===== config.mk =====
export PLATFORM = sky130hd
export DESIGN_NAME = elevator_request_scheduler_unit
export DESIGN_NICKNAME = d
export VERILOG_FILES = /design/src/design/ers_pkg.sv /design/src/design/elevator_request_scheduler_unit.sv
export VERILOG_INCLUDE_DIRS = /design/src /design/src/design
export SDC_FILE = /design/constraint.sdc
export NUM_CORES = 1
export LEC_CHECK = 0
export BUFFER_PORTS_ARGS = -buffer_cell sky130_fd_sc_hd__buf_2
export CORE_MARGIN = 2
export CORE_UTILIZATION = 43
export DETAILED_ROUTE_END_ITERATION = 8
export GPL_ROUTABILITY_DRIVEN = 0
export REMOVE_ABC_BUFFERS = 1
export SLEW_MARGIN = 20
export SYNTH_ARGS = -nofsm -noshare
export SYNTH_HDL_FRONTEND = slang
export SYNTH_SLANG_ARGS = --single-unit

===== constraint.sdc =====
create_clock -name clk -period 4.2 [get_ports clk]
set_input_delay 0.84 -clock clk [delete_from_list [all_inputs] [get_ports clk]]
set_output_delay 0.84 -clock clk [all_outputs]
set_load 0.03 [all_outputs]

===== src/design/elevator_request_scheduler_unit_assert.svh =====
// ----------------------------------------------------------------------------
// Elevator request scheduler assertion macros
// Short wrappers for clocked implication checks with a synchronous reset.
// ----------------------------------------------------------------------------
`ifndef ELEVATOR_REQUEST_SCHEDULER_UNIT_ASSERT_SVH
`define ELEVATOR_REQUEST_SCHEDULER_UNIT_ASSERT_SVH

// The consequent must hold in the same cycle as the antecedent.
`define ERS_ASSERT_SAME(label, clk, rst_n, pre, post) \
  label: assert property (@(posedge clk) disable iff (!rst_n) (pre) |-> (post)) \
    else $error("same-cycle check failed");

// The consequent must hold in the cycle after the antecedent.
`define ERS_ASSERT_NEXT(label, clk, rst_n, pre, post) \
  label: assert property (@(posedge clk) disable iff (!rst_n) (pre) |=> (post)) \
    else $error("next-cycle check failed");

`endif


===== src/design/ers_pkg.sv =====
`timescale 1ns / 1ps
// ----------------------------------------------------------------------------
// Elevator request scheduler package
// Field widths, event codes, direction codes and register defaults.
// ----------------------------------------------------------------------------
package ers_pkg;

  localparam int NUM_FLOORS_DEF = 64;
  localparam int FLOOR_W        = 6;
  localparam int LOAD_W         = 16;
  localparam int FUNC_W         = 3;
  localparam int DIR_W          = 2;
  localparam int MASK_W         = 64;
  localparam int APB_DW         = 64;
  localparam int APB_AW         = 5;

  localparam logic [FLOOR_W-1:0] BOTTOM_RST = 6'd0;
  localparam logic [FLOOR_W-1:0] TOP_RST    = 6'd63;
  localparam logic [LOAD_W-1:0]  LIMIT_RST  = 16'd1000;

  typedef enum logic [FUNC_W-1:0] {
    FN_BUTTON   = 3'd0,
    FN_PROCESS  = 3'd1,
    FN_ENTER    = 3'd2,
    FN_EXIT     = 3'd3,
    FN_EMER_SET = 3'd4,
    FN_EMER_CLR = 3'd5
  } func_t;

  typedef enum logic [DIR_W-1:0] {
    DIR_IDLE = 2'd0,
    DIR_UP   = 2'd1,
    DIR_DOWN = 2'd2
  } dir_t;

  typedef enum logic [1:0] {
    REG_BOTTOM = 2'd0,
    REG_TOP    = 2'd1,
    REG_SECURE = 2'd2,
    REG_LIMIT  = 2'd3
  } reg_idx_t;

endpackage


===== src/design/elevator_request_scheduler_unit.sv =====
`timescale 1ns / 1ps
// ----------------------------------------------------------------------------
// Elevator request scheduler unit
// LOOK scheduling for one car: files floor requests into up and down sets,
// serves them in travel order and tracks load and the emergency flag.
// ----------------------------------------------------------------------------
// Usage:
//   Events enter on start with in_func, in_floor and in_load_amount. busy is
//   always low, so an event is taken on every cycle that start is high.
//   Each event yields exactly one result beat, shown for one cycle with
//   out_valid high; the receiver cannot stall, so it must take every beat.
//   An event passes through the input register and then into the car state
//   and the result register, which drives out_valid. Throughput is one event
//   per cycle,
//   set by the single pass through the 64-bit priority encoders and the load
//   adder.
//   The APB port (64-bit data, registers at byte offsets 0, 8, 16, 24) sets
//   bottom floor, top floor, secure mask and load limit; write it only while
//   no event is in flight. Reset clears requests, puts the car idle at floor
//   zero with no load and no alarm, and loads the register defaults.
// ----------------------------------------------------------------------------
module elevator_request_scheduler_unit #(
  parameter int NUM_FLOORS = ers_pkg::NUM_FLOORS_DEF
) (
  input  logic                         clk,
  input  logic                         rst_n,
  // event channel
  input  logic                         start,
  output logic                         busy,
  input  logic [ers_pkg::FUNC_W-1:0]   in_func,
  input  logic [ers_pkg::FLOOR_W-1:0]  in_floor,
  input  logic [ers_pkg::LOAD_W-1:0]   in_load_amount,
  // result channel
  output logic                         out_valid,
  output logic                         out_accepted,
  output logic [ers_pkg::FLOOR_W-1:0]  out_current_floor,
  output logic [ers_pkg::DIR_W-1:0]    out_direction,
  output logic                         out_emergency,
  output logic [ers_pkg::LOAD_W-1:0]   out_load,
  // configuration port
  input  logic                         psel,
  input  logic                         penable,
  input  logic                         pwrite,
  input  logic [ers_pkg::APB_AW-1:0]   paddr,
  input  logic [ers_pkg::APB_DW-1:0]   pwdata,
  output logic [ers_pkg::APB_DW-1:0]   prdata,
  output logic                         pready
);
  import ers_pkg::*;

  // configuration registers
  logic [FLOOR_W-1:0] bottom_r;
  logic [FLOOR_W-1:0] top_r;
  logic [MASK_W-1:0]  secure_r;
  logic [LOAD_W-1:0]  limit_r;

  // input register
  logic               stg_vld_r;
  func_t              stg_func_r;
  logic [FLOOR_W-1:0] stg_floor_r;
  logic [LOAD_W-1:0]  stg_amt_r;

  // car state
  logic [NUM_FLOORS-1:0] up_set_r, up_set_nxt;
  logic [NUM_FLOORS-1:0] down_set_r, down_set_nxt;
  logic [FLOOR_W-1:0]    floor_r, floor_nxt;
  dir_t                  dir_r, dir_nxt;
  logic                  alarm_r, alarm_nxt;
  logic [LOAD_W-1:0]     load_r, load_nxt;

  // result register
  logic out_valid_r;
  logic accepted_r, accepted_nxt;

  logic                  cfg_wr;
  reg_idx_t              cfg_idx;
  logic [FLOOR_W-1:0]    lo_idx;
  logic [FLOOR_W-1:0]    hi_idx;
  logic [NUM_FLOORS-1:0] req_bit;
  logic [NUM_FLOORS-1:0] hi_bit;
  logic [NUM_FLOORS-1:0] up_served;
  logic [NUM_FLOORS-1:0] down_served;
  logic                  btn_ok;
  logic                  proc_ok;
  logic [LOAD_W:0]       load_sum;

  assign busy   = 1'b0;
  assign pready = 1'b1;

  // ---------------------------------------------------------------- APB ----
  assign cfg_wr  = psel && penable && pwrite && pready;
  assign cfg_idx = reg_idx_t'(paddr[APB_AW-1:3]);

  always_comb begin
    case (cfg_idx)
      REG_BOTTOM: prdata = APB_DW'(bottom_r);
      REG_TOP:    prdata = APB_DW'(top_r);
      REG_SECURE: prdata = APB_DW'(secure_r);
      REG_LIMIT:  prdata = APB_DW'(limit_r);
      default:    prdata = '0;
    endcase
  end

  always_ff @(posedge clk) begin
    if (!rst_n) begin
      bottom_r <= BOTTOM_RST;
      top_r    <= TOP_RST;
      secure_r <= '0;
      limit_r  <= LIMIT_RST;
    end else if (cfg_wr) begin
      case (cfg_idx)
        REG_BOTTOM: bottom_r <= pwdata[FLOOR_W-1:0];
        REG_TOP:    top_r    <= pwdata[FLOOR_W-1:0];
        REG_SECURE: secure_r <= pwdata[MASK_W-1:0];
        REG_LIMIT:  limit_r  <= pwdata[LOAD_W-1:0];
        default:    ;
      endcase
    end
  end

  // ------------------------------------------------------ input register ----
  always_ff @(posedge clk) begin
    if (!rst_n) begin
      stg_vld_r <= 1'b0;
    end else begin
      stg_vld_r <= start && !busy;
    end
  end

  always_ff @(posedge clk) begin
    if (start && !busy) begin
      stg_func_r  <= func_t'(in_func);
      stg_floor_r <= in_floor;
      stg_amt_r   <= in_load_amount;
    end
  end

  // ---------------------------------------------------- priority encoders ----
  // Lowest pending up request and highest pending down request.
  always_comb begin
    lo_idx = '0;
    for (int i = NUM_FLOORS - 1; i >= 0; i--) begin
      if (up_set_r[i]) lo_idx = FLOOR_W'(i);
    end
  end

  always_comb begin
    hi_idx = '0;
    for (int i = 0; i < NUM_FLOORS; i++) begin
      if (down_set_r[i]) hi_idx = FLOOR_W'(i);
    end
  end

  assign req_bit     = {{(NUM_FLOORS-1){1'b0}}, 1'b1} << stg_floor_r;
  assign hi_bit      = {{(NUM_FLOORS-1){1'b0}}, 1'b1} << hi_idx;
  // Clearing the lowest set bit needs no decoder: v & (v - 1).
  assign up_served   = up_set_r & (up_set_r - NUM_FLOORS'(1));
  assign down_served = down_set_r & ~hi_bit;

  assign btn_ok = (stg_floor_r >= bottom_r) && (stg_floor_r <= top_r)
               && ({1'b0, stg_floor_r} < (FLOOR_W+1)'(NUM_FLOORS))
               && (stg_floor_r != floor_r) && !secure_r[stg_floor_r];

  assign proc_ok = (load_r <= limit_r) && !alarm_r
                && (((dir_r == DIR_UP) && (up_set_r != '0))
                 || ((dir_r == DIR_DOWN) && (down_set_r != '0)));

  assign load_sum = {1'b0, load_r} + {1'b0, stg_amt_r};

  // ---------------------------------------------------------- event logic ----
  always_comb begin
    up_set_nxt   = up_set_r;
    down_set_nxt = down_set_r;
    floor_nxt    = floor_r;
    dir_nxt      = dir_r;
    alarm_nxt    = alarm_r;
    load_nxt     = load_r;
    accepted_nxt = 1'b0;
    case (stg_func_r)
      FN_BUTTON: begin
        if (btn_ok) begin
          accepted_nxt = 1'b1;
          if (stg_floor_r < floor_r) begin
            down_set_nxt = down_set_r | req_bit;
            if (dir_r == DIR_IDLE) dir_nxt = DIR_DOWN;
          end else begin
            up_set_nxt = up_set_r | req_bit;
            if (dir_r == DIR_IDLE) dir_nxt = DIR_UP;
          end
        end
      end
      FN_PROCESS: begin
        if (proc_ok) begin
          accepted_nxt = 1'b1;
          if (dir_r == DIR_UP) begin
            up_set_nxt = up_served;
            floor_nxt  = lo_idx;
            if (up_served == '0) dir_nxt = (down_set_r != '0) ? DIR_DOWN : DIR_IDLE;
          end else begin
            down_set_nxt = down_served;
            floor_nxt    = hi_idx;
            if (down_served == '0) dir_nxt = (up_set_r != '0) ? DIR_UP : DIR_IDLE;
          end
        end
      end
      FN_ENTER:    load_nxt  = load_sum[LOAD_W] ? '1 : load_sum[LOAD_W-1:0];
      FN_EXIT:     load_nxt  = (stg_amt_r > load_r) ? '0 : load_r - stg_amt_r;
      FN_EMER_SET: alarm_nxt = 1'b1;
      FN_EMER_CLR: alarm_nxt = 1'b0;
      default:     ;
    endcase
  end

  always_ff @(posedge clk) begin
    if (!rst_n) begin
      up_set_r    <= '0;
      down_set_r  <= '0;
      floor_r     <= '0;
      dir_r       <= DIR_IDLE;
      alarm_r     <= 1'b0;
      load_r      <= '0;
      out_valid_r <= 1'b0;
      accepted_r  <= 1'b0;
    end else begin
      out_valid_r <= stg_vld_r;
      if (stg_vld_r) begin
        up_set_r   <= up_set_nxt;
        down_set_r <= down_set_nxt;
        floor_r    <= floor_nxt;
        dir_r      <= dir_nxt;
        alarm_r    <= alarm_nxt;
        load_r     <= load_nxt;
        accepted_r <= accepted_nxt;
      end
    end
  end

  // The car state doubles as the result register; it only moves with a beat.
  assign out_valid         = out_valid_r;
  assign out_accepted      = accepted_r;
  assign out_current_floor = floor_r;
  assign out_direction     = dir_r;
  assign out_emergency     = alarm_r;
  assign out_load          = load_r;

  // ----------------------------------------------------------- assertions ----
`include "elevator_request_scheduler_unit_assert.svh"

  `ERS_ASSERT_NEXT(a_beat_follows, clk, rst_n, stg_vld_r, out_valid_r)
  `ERS_ASSERT_SAME(a_idle_empty, clk, rst_n, dir_r == DIR_IDLE, (up_set_r | down_set_r) == '0)
  `ERS_ASSERT_SAME(a_up_pending, clk, rst_n, dir_r == DIR_UP, up_set_r != '0)
  `ERS_ASSERT_SAME(a_down_pending, clk, rst_n, dir_r == DIR_DOWN, down_set_r != '0)

endmodule

==> results summary <==
The flow ran to the end, and the final reports show no timing, DRC or antenna violations. Setup slack closes at 83.6 ps. Setup violations remaining at the end of the flow were counted as 0. The number of clock buffers added by TritonCTS is 34. The share of the clock period used by the worst path after layout came out at 98.0%. The total area inside the core boundary comes to 38800 µm². The final net count is 2557. The die height is 203 µm. Once placement finished, the instance area stood at 19000 µm².

The tree is rooted in a sky130_fd_sc_hd__clkbuf_16. The number of placed instances with taps included came out at 2871. The number of nets still failing antenna checks after routing came out at 0.

For the worst-skew pair, the clock arrives at the later sink with an insertion delay of 570 ps. The final critical delay including setup and external delays came out at 4120 ps. Across the VDD grid, the largest voltage drop is 304 µV.

The category of the worst setup path capture point is a flip-flop. By area the synthesized netlist is led by sky130_fd_sc_hd__dfxtp_1 29%, sky130_fd_sc_hd__nand2_1 6.5%, sky130_fd_sc_hd__o21ai_0 5.8%. The critical path in this run is classified as flip-flop to flip-flop.

The worst setup path is launched from a flip-flop. The dominant register cell in the synthesized netlist is sky130_fd_sc_hd__dfxtp_1. Input and output buffers added on the ports amount to 187.

The number of antenna violations at the first check in global routing came to 5. The source of the worst register-to-register timing path is down_set_r[24]. The final standard cell count with taps included and fillers excluded is 2930. The detailed-route wire length came out at 62.2 mm. The CTS tree is built. The number of global-route vias before repair is 17000. The portion of the post-synthesis area used by sequential elements came out at 33.6%.

The number of pins with negative max-slew slack in the final report is 0. The slew at the pin closest to its max-slew limit is 826 ps. The largest clock skew in the final design came out at 18.5 ps. The number of levels in the clock H-tree came out at 2. The first global-routing pass estimated 96.5 mm of wire.

The die is 203 µm wide. The fraction of registers with async set or reset after synthesis came out at 0%. The synthesized netlist occupies a cell area of 17000 µm². Yosys mapped a number of flops with a built-in enable equal to 25. The DRC violation total after the first TritonRoute iteration came out at 1986. The min-delay analysis places its worst path in the category input port to flip-flop. The total half-perimeter wirelength after legalization and detailed placement came out at 45.5 mm. The max capacitance violation total is 0. The average wire per cell in the routed design is 21.2 µm. The clock sink count came out at 273. For this run, the number of Yosys warnings is 0.

The initial standard-cell utilization of the core came out at 43.8%. The leakage dissipation came out at 0.00834 µW. The synthesized design spends more area on one cell type than any other, namely sky130_fd_sc_hd__dfxtp_1. After synthesis, the mean cell area works out to 7.80 µm². The relative max-transition margin is 44.9%. The fraction of layout cells with a size suffix above 1 is 18.5%.

In this run the critical register-to-register path is captured at out_direction[0]. The site row count is 72. The total overflow reported by the global router came out at 0.

The clock tree buffer depth is 3. The worst setup path startpoint is down_set_r[24]. The maximum number of pins on one net before global-route repair is 159.

The maximum clock frequency is 243 MHz. The most common cell after layout, fill and taps aside is sky130_fd_sc_hd__nand2_1. The number of fill cells in the layout came out at 3759. The overall via count from detail_route came out at 18100. The number of distinct library cells after synthesis is 89.

In this run, post-CTS hold repair placed 0 buffers. Along the worst path, the maximum fanout reaches 7. Dividing the detail-routed via count by the number of cells gives 6.18.

The floorplan step defined a die boundary enclosing 41100 µm². The pre-CTS setup slack came out at 58.3 ps. The first-pass detailed-route iteration total came out at 6. In this run the worst setup path terminates at out_direction[0]. The area fraction of the dominant cell type after synthesis came out at 29.2%.

The clock-pin slew on the worst setup and hold paths came out at 60 ps. Relative to the synthesized area, the layout overhead comes to 19.3%. The reg-to-reg setup timing slack came out at 80 ps. Cells fill 52.2% of the core in the end. The power density of the placed cells came out at 310 nW/µm². The finished layout cell area is 20300 µm². Across every metal layer, demand over resource in global routing totals 29.5%. The count of endpoints failing hold in the final timing report came out at 0. The required time reported for the critical path endpoint is 4640 ps. In the layout the commonest cells are 295 x sky130_fd_sc_hd__nand2_1, 248 x sky130_fd_sc_hd__dfxtp_1, 196 x sky130_fd_sc_hd__o21ai_0, 186 x sky130_fd_sc_hd__buf_2, 175 x sky130_fd_sc_hd__a21oi_1. In this run the count of I/O pins placed on the die edge is 193. The number of instances in the synthesized netlist is 2178. The final routed DRC violation total came out at 0.

The setup TNS came out at 0 ps. Data on the critical path arrives at its endpoint at 4550 ps. The flip-flop and latch count after synthesis came out at 273. The number of cells traversed by the worst register-to-register path is 13.
==> synthesized netlist by cell type (all sizes together), types with 17 or more instances <==
cell type and n:
edfxtp 25, inv 106, o311ai 28, mux4 26, clkbuf 116, a31oi 20
a21oi 176, or3 19, a21o 22, nand2b 23, nand2 296, o31ai 29
nor3 43, nor4 49, dfxtp 248, o21ai 199, o22ai 17, and2 63
nand3 67, mux2i 23, nor2 159, ha 66, o21a 20, o211ai 82
buf 23, nand4 20, or4 20, nor2b 30
==> metal layers <==
layer	GRT usage (%)	routed length (µm)
met1	39.3	25800
met2	45.2	27300
met3	7.37	6220
met4	13.2	2890
met5	0	48
==> state kept, by name (all words and copies together), names as in the netlist <==
name / cells
down_set_r: 64
secure_r: 64
up_set_r: 64
limit_r: 16
out_load: 16
stg_amt_r: 16
bottom_r: 6
out_current_floor: 6
stg_floor_r: 6
top_r: 6
stg_func_r: 3
out_direction: 2
out_accepted: 1
out_emergency: 1
out_valid: 1
stg_vld_r: 1
==> critical path, cell delays in order (launching register included) <==
cell	delay, ps
sky130_fd_sc_hd__dfxtp_1	400
sky130_fd_sc_hd__nor4_1	540
sky130_fd_sc_hd__a21boi_0	340
sky130_fd_sc_hd__a21oi_2	150
sky130_fd_sc_hd__o21a_1	250
sky130_fd_sc_hd__or4_4	520
sky130_fd_sc_hd__buf_4	190
sky130_fd_sc_hd__o32ai_1	260
sky130_fd_sc_hd__nand4_1	180
sky130_fd_sc_hd__nor4_2	340
sky130_fd_sc_hd__o2111ai_2	260
sky130_fd_sc_hd__o21a_1	240
sky130_fd_sc_hd__nor4_1	260
sky130_fd_sc_hd__nor3_1	70
==> layout make-up <==
| type | instances | area, µm² | area share (%) |
|---|---|---|---|
| multi-input combinational | 1660 | 10500 | 51.5 |
| sequential | 273 | 5720 | 28.2 |
| timing repair buffer | 314 | 1930 | 9.51 |
| clock buffer | 49 | 1020 | 5.02 |
| tap | 518 | 648 | 3.20 |
| inverter | 106 | 399 | 1.97 |
| clock inverter | 9 | 116 | 0.574 |
| antenna | 1 | 2.50 | 0.0123 |
==> logic make-up (layout without fill, tap and decap cells) <==
group                    Yosys count  in the layout  share of synthesized area (%)
flip-flops                       273            273                           33.6
XOR/XNOR                           4              4                          0.206
multiplexers                      50             50                           4.87
adder cells (fa/ha/maj)           69             69                           5.15
AO/OA/AOI/OAI                    710            710                           26.7
other                              2              3                         0.0442
buffers and inverters            245            478                           5.57
AND/OR/NAND/NOR                  825            825                           23.8
==> how the worst min path moves through the flow <==
stage                             from            end  slack, ps  cells past startpoint
floorplan                 secure_r[18]   secure_r[18]        440                      2
global placement          secure_r[58]   secure_r[58]        450                      2
detailed placement        secure_r[61]   secure_r[61]        460                      2
CTS                 in_load_amount[11]  stg_amt_r[11]        430                      1
global route        in_load_amount[10]  stg_amt_r[10]        430                      1
finish              in_load_amount[11]  stg_amt_r[11]        450                      1
==> repair_timing <==
action                                  in CTS  in global routing
hold endpoints to repair                     0                  0
buffers inserted                             0                  0
endpoints found under the setup margin       0                 13
resized for setup                            0                 23
==> per-stage QoR <==
step / power (µW) / hold slack (ps)
2_1_floorplan: 3090 / 442
3_3_place_gp: 3340 / 453
3_5_place_dp: 3350 / 457
4_1_cts: 6320 / 427
5_1_grt: 6500 / 431
6_report: 6280 / 449
==> power breakdown <==
| group | total, µW | internal, µW | switching [µW] |
|---|---|---|---|
| clock network | 2980 | 1760 | 1210 |
| registers | 2710 | 2670 | 40.8 |
| logic | 594 | 215 | 380 |
Note: power is estimated with default switching activity, not from simulation.
